### src/rtl/pgb_pkg.sv
// ----------------------------------------------------------------------------
// pgb_pkg
// Shared types and constants of the piecewise gain/bias pixel engine.
// ----------------------------------------------------------------------------
package pgb_pkg;

   localparam int MAX_REGIONS = 16;
   localparam int MAX_SIDE    = 64;
   localparam int MAX_SPLIT   = 4;

   localparam logic [4:0] BIAS_SLOT = 5'd16;

   localparam logic [2:0] CSR_PATCH_WIDTH    = 3'd0;
   localparam logic [2:0] CSR_PATCH_HEIGHT   = 3'd1;
   localparam logic [2:0] CSR_REGIONS_ACROSS = 3'd2;
   localparam logic [2:0] CSR_REGIONS_DOWN   = 3'd3;

   localparam logic ACT_LOAD  = 1'b0;
   localparam logic ACT_PIXEL = 1'b1;

   localparam logic [1:0] KIND_PIXEL    = 2'd0;
   localparam logic [1:0] KIND_GAIN_SUM = 2'd1;
   localparam logic [1:0] KIND_BIAS_SUM = 2'd2;

   typedef enum logic {
      BACK_RUN,
      BACK_DRAIN
   } back_state_type;

   typedef struct packed {
      logic        action;
      logic [4:0]  slot;
      logic [23:0] value;
      logic [3:0]  region;
      logic [15:0] intensity;
      logic [15:0] gradient;
      logic        patch_end;
   } entry_type;

   typedef struct packed {
      logic       run_clear;
      logic [3:0] nreg_last;
   } geom_type;

endpackage

### src/rtl/pgb_front.sv
// ----------------------------------------------------------------------------
// pgb_front
// Configuration registers, raster position and region classification.
// ----------------------------------------------------------------------------
module pgb_front (
   input  logic                clock,
   input  logic                reset,
   input  logic                csr_we,
   input  logic [2:0]          csr_index,
   input  logic [6:0]          csr_data,
   input  logic                req_valid,
   output logic                req_stall,
   input  logic                req_action,
   input  logic [4:0]          req_param_slot,
   input  logic signed [23:0]  req_param_value,
   input  logic [15:0]         req_intensity,
   input  logic signed [15:0]  req_out_gradient,
   input  logic                q_full,
   output logic                q_push,
   output pgb_pkg::entry_type  q_entry,
   output pgb_pkg::geom_type   geom
);

   logic [6:0] width_ff, width_in;
   logic [6:0] height_ff, height_in;
   logic [2:0] across_ff, across_in;
   logic [2:0] down_ff, down_in;
   logic [6:0] col_ff, col_in;
   logic [6:0] row_ff, row_in;

   logic [6:0]  w, h;
   logic [2:0]  ax, ay;
   logic [2:0]  ax_c, ay_c;
   logic [6:0]  sx, sy;
   logic [14:0] w3, h3;
   logic [8:0]  bx1, bx2, bx3, by1, by2, by3;
   logic [1:0]  rc, rr;
   logic        csr_hit;
   logic        pix_push;
   logic        col_wrap, row_wrap;

   always_comb begin
      w = (width_ff == 7'd0) ? 7'd1 :
          (width_ff > 7'(pgb_pkg::MAX_SIDE)) ? 7'(pgb_pkg::MAX_SIDE) : width_ff;
      h = (height_ff == 7'd0) ? 7'd1 :
          (height_ff > 7'(pgb_pkg::MAX_SIDE)) ? 7'(pgb_pkg::MAX_SIDE) : height_ff;
      ax_c = (across_ff == 3'd0) ? 3'd1 :
             (across_ff > 3'(pgb_pkg::MAX_SPLIT)) ? 3'(pgb_pkg::MAX_SPLIT) : across_ff;
      ay_c = (down_ff == 3'd0) ? 3'd1 :
             (down_ff > 3'(pgb_pkg::MAX_SPLIT)) ? 3'(pgb_pkg::MAX_SPLIT) : down_ff;
      ax = ({4'b0, ax_c} > w) ? w[2:0] : ax_c;
      ay = ({4'b0, ay_c} > h) ? h[2:0] : ay_c;
      w3 = {8'b0, w} * 15'd171;
      h3 = {8'b0, h} * 15'd171;
      case (ax)
         3'd2:    sx = {1'b0, w[6:1]};
         3'd3:    sx = {1'b0, w3[14:9]};
         3'd4:    sx = {2'b0, w[6:2]};
         default: sx = w;
      endcase
      case (ay)
         3'd2:    sy = {1'b0, h[6:1]};
         3'd3:    sy = {1'b0, h3[14:9]};
         3'd4:    sy = {2'b0, h[6:2]};
         default: sy = h;
      endcase
      bx1 = {2'b0, sx};
      bx2 = {1'b0, sx, 1'b0};
      bx3 = bx1 + bx2;
      by1 = {2'b0, sy};
      by2 = {1'b0, sy, 1'b0};
      by3 = by1 + by2;
      rc = 2'(((ax > 3'd1) && ({2'b0, col_ff} >= bx1)) ? 1 : 0)
         + 2'(((ax > 3'd2) && ({2'b0, col_ff} >= bx2)) ? 1 : 0)
         + 2'(((ax > 3'd3) && ({2'b0, col_ff} >= bx3)) ? 1 : 0);
      rr = 2'(((ay > 3'd1) && ({2'b0, row_ff} >= by1)) ? 1 : 0)
         + 2'(((ay > 3'd2) && ({2'b0, row_ff} >= by2)) ? 1 : 0)
         + 2'(((ay > 3'd3) && ({2'b0, row_ff} >= by3)) ? 1 : 0);
   end

   // region count minus one goes to the drain sequencer
   always_comb begin
      logic [5:0] nreg;
      nreg = {3'b0, ax} * {3'b0, ay};
      geom.nreg_last = 4'(nreg - 6'd1);
      geom.run_clear = csr_hit;
   end

   assign csr_hit   = csr_we && (csr_index <= pgb_pkg::CSR_REGIONS_DOWN);
   assign req_stall = q_full;
   assign q_push    = req_valid && !q_full;
   assign pix_push  = q_push && (req_action == pgb_pkg::ACT_PIXEL);
   assign col_wrap  = (col_ff == w - 7'd1);
   assign row_wrap  = (row_ff == h - 7'd1);

   always_comb begin
      q_entry.action    = req_action;
      q_entry.slot      = req_param_slot;
      q_entry.value     = req_param_value;
      q_entry.region    = ({2'b0, rr} * {1'b0, ax}) + {2'b0, rc};
      q_entry.intensity = req_intensity;
      q_entry.gradient  = req_out_gradient;
      q_entry.patch_end = col_wrap && row_wrap;
   end

   always_comb begin
      width_in  = width_ff;
      height_in = height_ff;
      across_in = across_ff;
      down_in   = down_ff;
      col_in    = col_ff;
      row_in    = row_ff;
      if (csr_we) begin
         case (csr_index)
            pgb_pkg::CSR_PATCH_WIDTH:    width_in  = csr_data;
            pgb_pkg::CSR_PATCH_HEIGHT:   height_in = csr_data;
            pgb_pkg::CSR_REGIONS_ACROSS: across_in = csr_data[2:0];
            pgb_pkg::CSR_REGIONS_DOWN:   down_in   = csr_data[2:0];
            default: ;
         endcase
      end
      if (csr_hit) begin
         col_in = 7'd0;
         row_in = 7'd0;
      end else if (pix_push) begin
         if (col_wrap) begin
            col_in = 7'd0;
            row_in = row_wrap ? 7'd0 : row_ff + 7'd1;
         end else begin
            col_in = col_ff + 7'd1;
         end
      end
   end

   always_ff @(posedge clock) begin
      if (reset) begin
         width_ff  <= 7'd50;
         height_ff <= 7'd50;
         across_ff <= 3'd3;
         down_ff   <= 3'd3;
         col_ff    <= 7'd0;
         row_ff    <= 7'd0;
      end else begin
         width_ff  <= width_in;
         height_ff <= height_in;
         across_ff <= across_in;
         down_ff   <= down_in;
         col_ff    <= col_in;
         row_ff    <= row_in;
      end
   end

endmodule

### src/rtl/pgb_queue.sv
// ----------------------------------------------------------------------------
// pgb_queue
// Four-entry request queue between the classifier and the arithmetic.
// ----------------------------------------------------------------------------
module pgb_queue (
   input  logic               clock,
   input  logic               reset,
   input  logic               push,
   input  pgb_pkg::entry_type entry_in,
   output logic               full,
   input  logic               pop,
   output logic               not_empty,
   output pgb_pkg::entry_type entry_out
);

   pgb_pkg::entry_type slots_ff [4];
   logic [1:0] head_ff, head_in;
   logic [1:0] tail_ff, tail_in;
   logic [2:0] count_ff, count_in;

   assign full      = (count_ff == 3'd4);
   assign not_empty = (count_ff != 3'd0);
   assign entry_out = slots_ff[head_ff];

   always_comb begin
      head_in  = pop  ? head_ff + 2'd1 : head_ff;
      tail_in  = push ? tail_ff + 2'd1 : tail_ff;
      count_in = count_ff + (push ? 3'd1 : 3'd0) - (pop ? 3'd1 : 3'd0);
   end

   always_ff @(posedge clock) begin
      if (push) begin
         slots_ff[tail_ff] <= entry_in;
      end
   end

   always_ff @(posedge clock) begin
      if (reset) begin
         head_ff  <= 2'd0;
         tail_ff  <= 2'd0;
         count_ff <= 3'd0;
      end else begin
         head_ff  <= head_in;
         tail_ff  <= tail_in;
         count_ff <= count_in;
      end
   end

endmodule

### src/rtl/pgb_back.sv
// ----------------------------------------------------------------------------
// pgb_back
// Parameter store, products, rounding, accumulation and the sum drain.
// ----------------------------------------------------------------------------
module pgb_back (
   input  logic                clock,
   input  logic                reset,
   input  pgb_pkg::geom_type   geom,
   input  logic                q_valid,
   input  pgb_pkg::entry_type  q_entry,
   output logic                q_pop,
   output logic                rsp_valid,
   input  logic                rsp_stall,
   output logic [1:0]          rsp_kind,
   output logic signed [31:0]  rsp_pixel_out,
   output logic signed [23:0]  rsp_pixel_jacobian,
   output logic [4:0]          rsp_sum_index,
   output logic signed [47:0]  rsp_sum_value,
   output logic                rsp_last
);

   pgb_pkg::back_state_type state_ff, state_in;

   logic signed [15:0] gain_ff [pgb_pkg::MAX_REGIONS];
   logic signed [23:0] bias_ff;
   logic signed [47:0] sums_ff [pgb_pkg::MAX_REGIONS];
   logic signed [31:0] bias_sum_ff;

   logic               s1_valid_ff, s1_valid_in;
   logic signed [33:0] s1_prod_pix_ff;
   logic signed [32:0] s1_prod_jac_ff;
   logic signed [32:0] s1_prod_acc_ff;
   logic signed [15:0] s1_grad_ff;
   logic signed [23:0] s1_bias_ff;
   logic [3:0]         s1_region_ff;
   logic               s1_end_ff;

   logic [4:0] drain_idx_ff, drain_idx_in;

   logic               out_valid_ff, out_valid_in;
   logic [1:0]         out_kind_ff, out_kind_in;
   logic signed [31:0] out_pix_ff, out_pix_in;
   logic signed [23:0] out_jac_ff, out_jac_in;
   logic [4:0]         out_idx_ff, out_idx_in;
   logic signed [47:0] out_sum_ff, out_sum_in;
   logic               out_last_ff, out_last_in;

   logic out_free, s1_adv, s1_free, pop_pixel, pop_load;
   logic drain_emit, drain_bias, out_load;

   logic signed [16:0] gain;
   logic signed [16:0] inten_s;
   logic signed [34:0] pix_round;
   logic signed [33:0] jac_round;
   logic signed [35:0] pix_full;
   logic signed [31:0] pix_sat;
   logic signed [23:0] jac_sat;
   logic signed [48:0] acc_full;
   logic signed [47:0] acc_sat;
   logic signed [32:0] bsum_full;
   logic signed [31:0] bsum_sat;

   assign out_free   = !out_valid_ff || !rsp_stall;
   assign s1_adv     = (state_ff == pgb_pkg::BACK_RUN) && s1_valid_ff && out_free;
   assign s1_free    = !s1_valid_ff || s1_adv;
   assign q_pop      = q_valid && s1_free;
   assign pop_pixel  = q_pop && (q_entry.action == pgb_pkg::ACT_PIXEL);
   assign pop_load   = q_pop && (q_entry.action == pgb_pkg::ACT_LOAD);
   assign drain_emit = (state_ff == pgb_pkg::BACK_DRAIN) && out_free;
   assign drain_bias = drain_emit && (drain_idx_ff > {1'b0, geom.nreg_last});
   assign out_load   = s1_adv || drain_emit;

   // products, taken as the request leaves the queue
   always_comb begin
      gain    = 17'sd16384 + 17'(gain_ff[q_entry.region]);
      inten_s = $signed({1'b0, q_entry.intensity});
   end

   always_comb begin
      pix_round = 35'(s1_prod_pix_ff) + 35'sd8192;
      jac_round = 34'(s1_prod_jac_ff) + 34'sd8192;
      pix_full  = 36'($signed(pix_round[34:14])) + 36'(s1_bias_ff);
      if (pix_full > 36'sd2147483647) begin
         pix_sat = 32'sh7fffffff;
      end else if (pix_full < -36'sd2147483648) begin
         pix_sat = 32'sh80000000;
      end else begin
         pix_sat = pix_full[31:0];
      end
      // a rounded 17 by 16 bit product always fits the jacobian field
      jac_sat = 24'($signed(jac_round[33:14]));
      acc_full = 49'(sums_ff[s1_region_ff]) + 49'(s1_prod_acc_ff);
      if (acc_full[48] != acc_full[47]) begin
         acc_sat = acc_full[48] ? {1'b1, 47'b0} : {1'b0, {47{1'b1}}};
      end else begin
         acc_sat = acc_full[47:0];
      end
      bsum_full = 33'(bias_sum_ff) + 33'(s1_grad_ff);
      if (bsum_full[32] != bsum_full[31]) begin
         bsum_sat = bsum_full[32] ? {1'b1, 31'b0} : {1'b0, {31{1'b1}}};
      end else begin
         bsum_sat = bsum_full[31:0];
      end
   end

   always_comb begin
      state_in = state_ff;
      case (state_ff)
         pgb_pkg::BACK_RUN: begin
            if (s1_adv && s1_end_ff) begin
               state_in = pgb_pkg::BACK_DRAIN;
            end
         end
         pgb_pkg::BACK_DRAIN: begin
            if (drain_bias) begin
               state_in = pgb_pkg::BACK_RUN;
            end
         end
         default: state_in = pgb_pkg::BACK_RUN;
      endcase
      if (geom.run_clear) begin
         state_in = pgb_pkg::BACK_RUN;
      end
   end

   always_comb begin
      out_kind_in  = out_kind_ff;
      out_pix_in   = out_pix_ff;
      out_jac_in   = out_jac_ff;
      out_idx_in   = out_idx_ff;
      out_sum_in   = out_sum_ff;
      out_last_in  = out_last_ff;
      drain_idx_in = drain_idx_ff;
      case (state_ff)
         pgb_pkg::BACK_RUN: begin
            drain_idx_in = 5'd0;
            if (s1_adv) begin
               out_kind_in = pgb_pkg::KIND_PIXEL;
               out_pix_in  = pix_sat;
               out_jac_in  = jac_sat;
               out_idx_in  = 5'd0;
               out_sum_in  = 48'sd0;
               out_last_in = !s1_end_ff;
            end
         end
         pgb_pkg::BACK_DRAIN: begin
            if (drain_emit) begin
               out_pix_in   = 32'sd0;
               out_jac_in   = 24'sd0;
               drain_idx_in = drain_idx_ff + 5'd1;
               if (drain_bias) begin
                  out_kind_in = pgb_pkg::KIND_BIAS_SUM;
                  out_idx_in  = pgb_pkg::BIAS_SLOT;
                  out_sum_in  = 48'(bias_sum_ff);
                  out_last_in = 1'b1;
               end else begin
                  out_kind_in = pgb_pkg::KIND_GAIN_SUM;
                  out_idx_in  = drain_idx_ff;
                  out_sum_in  = sums_ff[drain_idx_ff[3:0]];
                  out_last_in = 1'b0;
               end
            end
         end
         default: ;
      endcase
      out_valid_in = out_load || (out_valid_ff && rsp_stall);
      s1_valid_in  = pop_pixel || (s1_valid_ff && !s1_adv);
   end

   always_ff @(posedge clock) begin
      if (pop_pixel) begin
         s1_prod_pix_ff <= gain * inten_s;
         s1_prod_jac_ff <= $signed(q_entry.gradient) * gain;
         s1_prod_acc_ff <= $signed(q_entry.gradient) * inten_s;
         s1_grad_ff     <= $signed(q_entry.gradient);
         s1_bias_ff     <= bias_ff;
         s1_region_ff   <= q_entry.region;
         s1_end_ff      <= q_entry.patch_end;
      end
      out_kind_ff <= out_kind_in;
      out_pix_ff  <= out_pix_in;
      out_jac_ff  <= out_jac_in;
      out_idx_ff  <= out_idx_in;
      out_sum_ff  <= out_sum_in;
      out_last_ff <= out_last_in;
   end

   always_ff @(posedge clock) begin
      if (reset) begin
         state_ff     <= pgb_pkg::BACK_RUN;
         s1_valid_ff  <= 1'b0;
         out_valid_ff <= 1'b0;
         drain_idx_ff <= 5'd0;
         bias_ff      <= 24'sd0;
         bias_sum_ff  <= 32'sd0;
         for (int i = 0; i < pgb_pkg::MAX_REGIONS; i++) begin
            gain_ff[i] <= 16'sd0;
            sums_ff[i] <= 48'sd0;
         end
      end else begin
         state_ff     <= state_in;
         s1_valid_ff  <= s1_valid_in;
         out_valid_ff <= out_valid_in;
         drain_idx_ff <= drain_idx_in;
         if (pop_load) begin
            if (q_entry.slot < pgb_pkg::BIAS_SLOT) begin
               gain_ff[q_entry.slot[3:0]] <= $signed(q_entry.value[15:0]);
            end else if (q_entry.slot == pgb_pkg::BIAS_SLOT) begin
               bias_ff <= $signed(q_entry.value);
            end
         end
         if (geom.run_clear || drain_bias) begin
            bias_sum_ff <= 32'sd0;
            for (int i = 0; i < pgb_pkg::MAX_REGIONS; i++) begin
               sums_ff[i] <= 48'sd0;
            end
         end else if (s1_adv) begin
            bias_sum_ff           <= bsum_sat;
            sums_ff[s1_region_ff] <= acc_sat;
         end
      end
   end

   assign rsp_valid          = out_valid_ff;
   assign rsp_kind           = out_kind_ff;
   assign rsp_pixel_out      = out_pix_ff;
   assign rsp_pixel_jacobian = out_jac_ff;
   assign rsp_sum_index      = out_idx_ff;
   assign rsp_sum_value      = out_sum_ff;
   assign rsp_last           = out_last_ff;

endmodule

### src/rtl/piecewise_gain_bias_pixel_engine.sv
// ----------------------------------------------------------------------------
// piecewise_gain_bias_pixel_engine
// Per-region gain and shared bias applied to a raster patch, with sums.
// ----------------------------------------------------------------------------
// A request either loads a gain offset or the bias (no response) or carries
// one pixel in raster order (one pixel response). The pixel request that
// closes the patch is followed by one gain sum per region and then the bias
// sum, marked last. Loads and pixels are taken one per cycle while the
// four-entry queue has room; a pixel response passes through the queue,
// the product register and the output register, and the end of a patch
// holds the pixel path while the region sums and then the bias sum drain
// through the single output register.
module piecewise_gain_bias_pixel_engine (
   input  logic               clock,
   input  logic               reset,
   input  logic               csr_we,
   input  logic [2:0]         csr_index,
   input  logic [6:0]         csr_data,
   input  logic               req_valid,
   output logic               req_stall,
   input  logic               req_action,
   input  logic [4:0]         req_param_slot,
   input  logic signed [23:0] req_param_value,
   input  logic [15:0]        req_intensity,
   input  logic signed [15:0] req_out_gradient,
   output logic               rsp_valid,
   input  logic               rsp_stall,
   output logic [1:0]         rsp_kind,
   output logic signed [31:0] rsp_pixel_out,
   output logic signed [23:0] rsp_pixel_jacobian,
   output logic [4:0]         rsp_sum_index,
   output logic signed [47:0] rsp_sum_value,
   output logic               rsp_last
);

   logic               q_push, q_full, q_pop, q_valid;
   pgb_pkg::entry_type q_in, q_out;
   pgb_pkg::geom_type  geom;

   pgb_front u_front (
      .clock            (clock),
      .reset            (reset),
      .csr_we           (csr_we),
      .csr_index        (csr_index),
      .csr_data         (csr_data),
      .req_valid        (req_valid),
      .req_stall        (req_stall),
      .req_action       (req_action),
      .req_param_slot   (req_param_slot),
      .req_param_value  (req_param_value),
      .req_intensity    (req_intensity),
      .req_out_gradient (req_out_gradient),
      .q_full           (q_full),
      .q_push           (q_push),
      .q_entry          (q_in),
      .geom             (geom)
   );

   pgb_queue u_queue (
      .clock     (clock),
      .reset     (reset),
      .push      (q_push),
      .entry_in  (q_in),
      .full      (q_full),
      .pop       (q_pop),
      .not_empty (q_valid),
      .entry_out (q_out)
   );

   pgb_back u_back (
      .clock              (clock),
      .reset              (reset),
      .geom               (geom),
      .q_valid            (q_valid),
      .q_entry            (q_out),
      .q_pop              (q_pop),
      .rsp_valid          (rsp_valid),
      .rsp_stall          (rsp_stall),
      .rsp_kind           (rsp_kind),
      .rsp_pixel_out      (rsp_pixel_out),
      .rsp_pixel_jacobian (rsp_pixel_jacobian),
      .rsp_sum_index      (rsp_sum_index),
      .rsp_sum_value      (rsp_sum_value),
      .rsp_last           (rsp_last)
   );

endmodule

### config.mk
export PLATFORM = sky130hd
export DESIGN_NAME = piecewise_gain_bias_pixel_engine
export DESIGN_NICKNAME = d
export VERILOG_FILES = /design/src/rtl/pgb_pkg.sv /design/src/rtl/pgb_front.sv /design/src/rtl/pgb_queue.sv /design/src/rtl/pgb_back.sv /design/src/rtl/piecewise_gain_bias_pixel_engine.sv
export SDC_FILE = /design/constraint.sdc
export NUM_CORES = 2
export LEC_CHECK = 0
export BUFFER_PORTS_ARGS = -buffer_cell sky130_fd_sc_hd__buf_2
export CAP_MARGIN = 20
export CORE_MARGIN = 10
export CORE_UTILIZATION = 60
export CTS_BUF_LIST = sky130_fd_sc_hd__clkbuf_16
export DETAILED_ROUTE_END_ITERATION = 10
export HOLD_SLACK_MARGIN = 0.12
export PLACE_DENSITY = 0.74
export SYNTH_ARGS = -nofsm -noshare
export SYNTH_HDL_FRONTEND = slang
export SYNTH_SLANG_ARGS = --single-unit
### constraint.sdc
create_clock -name clock -period 10.5 [get_ports clock]
set_input_delay 0.525 -clock clock [delete_from_list [all_inputs] [get_ports clock]]
set_output_delay 0.525 -clock clock [all_outputs]
set_load 0.02 [all_outputs]
==> impl_metrics.yaml <==
sta:
  finalCritPeriodShare_pct: 92.92
  max_slew.worst_pin.slew_ns: 1.226
  clock.fmax_mhz: 102.5
  finalHoldViolCount: 0
  drv_slew: 0
  clock_skew_ns: 0.09239
  slew_headroom_pct: 18.24
  rsz0062_at_grt: "no"
  setup_ws_ns: 0.7435
  whs_ns: 0.2190
  setup_tns_ns: 0
  finalWorstPathRequiredPeriod_ns: 9.757
  finalSetupViolCount: 0
setup_path:
  crit_fanout: 55
  r2r-end: "u_back.s1_prod_jac_ff[30]$_DFFE_PP_"
  endpoint_kind: "flop"
  worst_path_most_repeated_cell: "fa_1"
  rrSetupSlack_ns: 0.74
  start_kind: "flop"
  r2r_cells: 32
  required_ns: 11.05
  crit_arrival_ns: 10.31
  crit_path_max_incr_delay_ns: 0.81
  critPathKind: "reg -> reg"
  cp_slowest_cell: "nor3_1"
synth:
  syn_avg_cell_area_sq_um: 12.19
  synth.yosys.seq_area_share_pct: 43.07
  synth.top_cell.area_share_pct: 40.99
  synthArstFlopShare_pct: 0
  synth.top_cells.by_area: "edfxtp_1 (41%), fa_1 (14%), mux4_2 (12%)"
  synth_cell_types: 106
  synth_area_sq_um: 110800
  netlist.top_cell.by_area: "edfxtp_1"
  ys_seq_elements: 1627
  yosys_warnings: 0
  synth-main-ff-cell: "edfxtp_1"
  synth_edf_count: 1512
  syn_inst: 9088
global_routing:
  grt_use_total_pct: 30.96
  grt_overflow_total: 0
  grt_pass1_wl_microns: 476700
  grt_max_degree: 98
  grt_pass1_vias: 77330
  grt_antenna_before_repair: 19
floorplan:
  pin_count: 191
  core_area_sq_um: 183300
  rows: 157
  die_area_sq_um: 202200
  die_h_microns: 449.7
  start_util_pct: 60.44
  die_w_microns: 449.7
clocking:
  cts_tree: "done"
  clk_pin_slew_worst_paths_ns: 0.06
  clk_latency_ns: 0.87
  cts_resized: 0
  cts_buffers: 172
  cts_max_level: 4
  cts_setup_buffers: 0
  cts_sinks: 1627
  root_buffer: "clkbuf_16"
  clockBufferDepth: 3
worst_hold_path:
  hold_depth: 4
  hold_path_end: "u_front.down_ff[1]$_SDFFE_PP1P_"
  hp-start: "csr_index[1]"
  min_path_type: "in -> reg"
route:
  drtIter0Drc: 9154
  num_vias: 74520
  drt_wl_total_microns: 314800
  drc_errors: 0
  wl_per_cell_microns: 26.67
  drtPass1Iterations: 8
  ant_nets: 0
  avgViaCountPerCell: 6.315
layout:
  fin_nets: 10590
  drive_gt1_share_pct: 15.25
  nFillCells: 13120
  area_growth_pct: 8.971
place:
  pre_cts_slack_ns: 0.6627
  dpl.hpwl_microns: 209800
  portBuffers: 190
  place_congestion: 0.9199
status:
  run_status: "complete, no violations"
job:
  drv_cap: 0
registers in the layout, summed over array words and instances, names as in the netlist, 4 cells and up, named ones only:
register,flops
u_back.sums_ff,768
u_queue.slots_ff,268
u_back.gain_ff,256
u_back.rsp_sum_value,48
u_back.s1_prod_acc_ff,33
u_back.bias_sum_ff,32
u_back.rsp_pixel_out,25
u_back.bias_ff,24
u_back.s1_bias_ff,24
u_back.s1_prod_pix_ff,21
u_back.rsp_pixel_jacobian,20
u_back.s1_prod_jac_ff,20
u_back.s1_grad_ff,16
u_front.col_ff,7
u_front.height_ff,7
u_front.row_ff,7
u_front.width_ff,7
u_back.drain_idx_ff,5
u_back.rsp_sum_index,5
u_back.s1_region_ff,4
Yosys cell counts (all sizes together) (15+ instances only):
cell type and count:
ha 558, o21ai 199, and2 131, or3 16, nor2b 64, nand4 27
o21a 42, a21o 110, and3 32, or2 15, nand2b 76, edfxtp 1512
a21oi 265, dfxtp 115, a21boi 41, fa 774, nor2 1439, clkbuf 388
inv 989, mux4 568, nor3 103, nand2 784, xor2 98, nand3 64
a211oi 17, mux2 41, mux2i 116, buf 151, o21bai 33, xnor2 165
maj3 31
cell type report:
type                            instances  area [sq um]  area share, %
Tap cell                             2464          3083          2.554
Inverter                              992          3736          3.095
Clock inverter                        148          1315          1.089
Sequential cell                      1627         47740          39.55
Antenna cell                            7         17.52        0.01451
Clock buffer                          173          4329          3.587
Multi-Input combinational cell       5934         57120          47.32
Timing Repair Buffer                  456          3357          2.781
worst max path at each step:
| stage | from | end | cells past startpoint | slack (ns) |
|---|---|---|---|---|
| floorplan | flop | u_back.s1_prod_pix_ff[32]$_DFFE_PP_ | 36 | 1.25 |
| global placement | flop | u_back.s1_prod_jac_ff[30]$_DFFE_PP_ | 32 | 0.88 |
| detailed placement | flop | u_back.s1_prod_jac_ff[30]$_DFFE_PP_ | 32 | 0.66 |
| CTS | flop | u_back.s1_prod_jac_ff[30]$_DFFE_PP_ | 32 | 0.66 |
| global route | flop | u_back.s1_prod_pix_ff[33]$_DFFE_PP_ | 31 | 0.30 |
| finish | flop | u_back.s1_prod_jac_ff[30]$_DFFE_PP_ | 32 | 0.74 |
placed cells by master (no fill, tap or decap), types with 98 or more instances in the layout:
| cell | count |
|---|---|
| mux4_2 | 568 |
| a21o_1 | 110 |
| buf_2 | 190 |
| nor2_1 | 1422 |
| a21oi_1 | 242 |
| buf_4 | 177 |
| and2_1 | 127 |
| edfxtp_1 | 1512 |
| xor2_1 | 98 |
| mux2i_1 | 114 |
| o21ai_0 | 135 |
| nand2_1 | 755 |
| clkbuf_16 | 173 |
| xnor2_1 | 164 |
| ha_1 | 558 |
| inv_1 | 1023 |
| fa_1 | 774 |
| dfxtp_1 | 104 |
cell families after synthesis:
kind of cell             count (synthesis)  share of synthesized area (%)
other                                    2                       0.006780
adder cells (fa/ha/maj)               1363                          20.57
AND/OR/NAND/NOR                       2778                          10.69
multiplexers                           725                          13.04
XOR/XNOR                               263                          2.086
AO/OA/AOI/OAI                          799                          4.952
buffers and inverters                 1531                          5.586
flip-flops                            1627                          43.07
routing by layer:
layer | global-route usage, % | up-vias | part of all wire [%]
met1 | 40.80 | 37360 | 37
met2 | 48.45 | 4768 | 46
met3 | 8.519 | 926 | 12
met4 | 13.45 | 22 | 5.1
li1 | - | 31440 | -
met5 | 0.1893 | - | 0.048
worst max-delay path, delay by kind of cell (launching register included):
family                   cells  cell delay, ns
flip-flops                   1            0.50
adder cells (fa/ha/maj)      7            2.91
buffers and inverters        7            1.31
multiplexers                 3            0.97
XOR/XNOR                     1            0.13
AO/OA/AOI/OAI                8            2.02
AND/OR/NAND/NOR              6            1.55
stage by stage:
step / cells / util, % / cell area, sq um
2_1_floorplan: 9092 / - / 110800
3_3_place_gp: 11400 / 62.34 / 114300
3_5_place_dp: 11400 / 62.34 / 114300
4_1_cts: 11790 / 65.81 / 120600
5_1_grt: 11800 / 65.85 / 120700
6_report: 11800 / 65.86 / 120700
repair_timing:
item	in CTS	in global routing
hold endpoints to repair	270	0
endpoints found under the setup margin	0	0
hold buffers	71	0
Power is not shown: default switching activity piles up to over one toggle a cycle in this logic, so the estimate is an artifact.
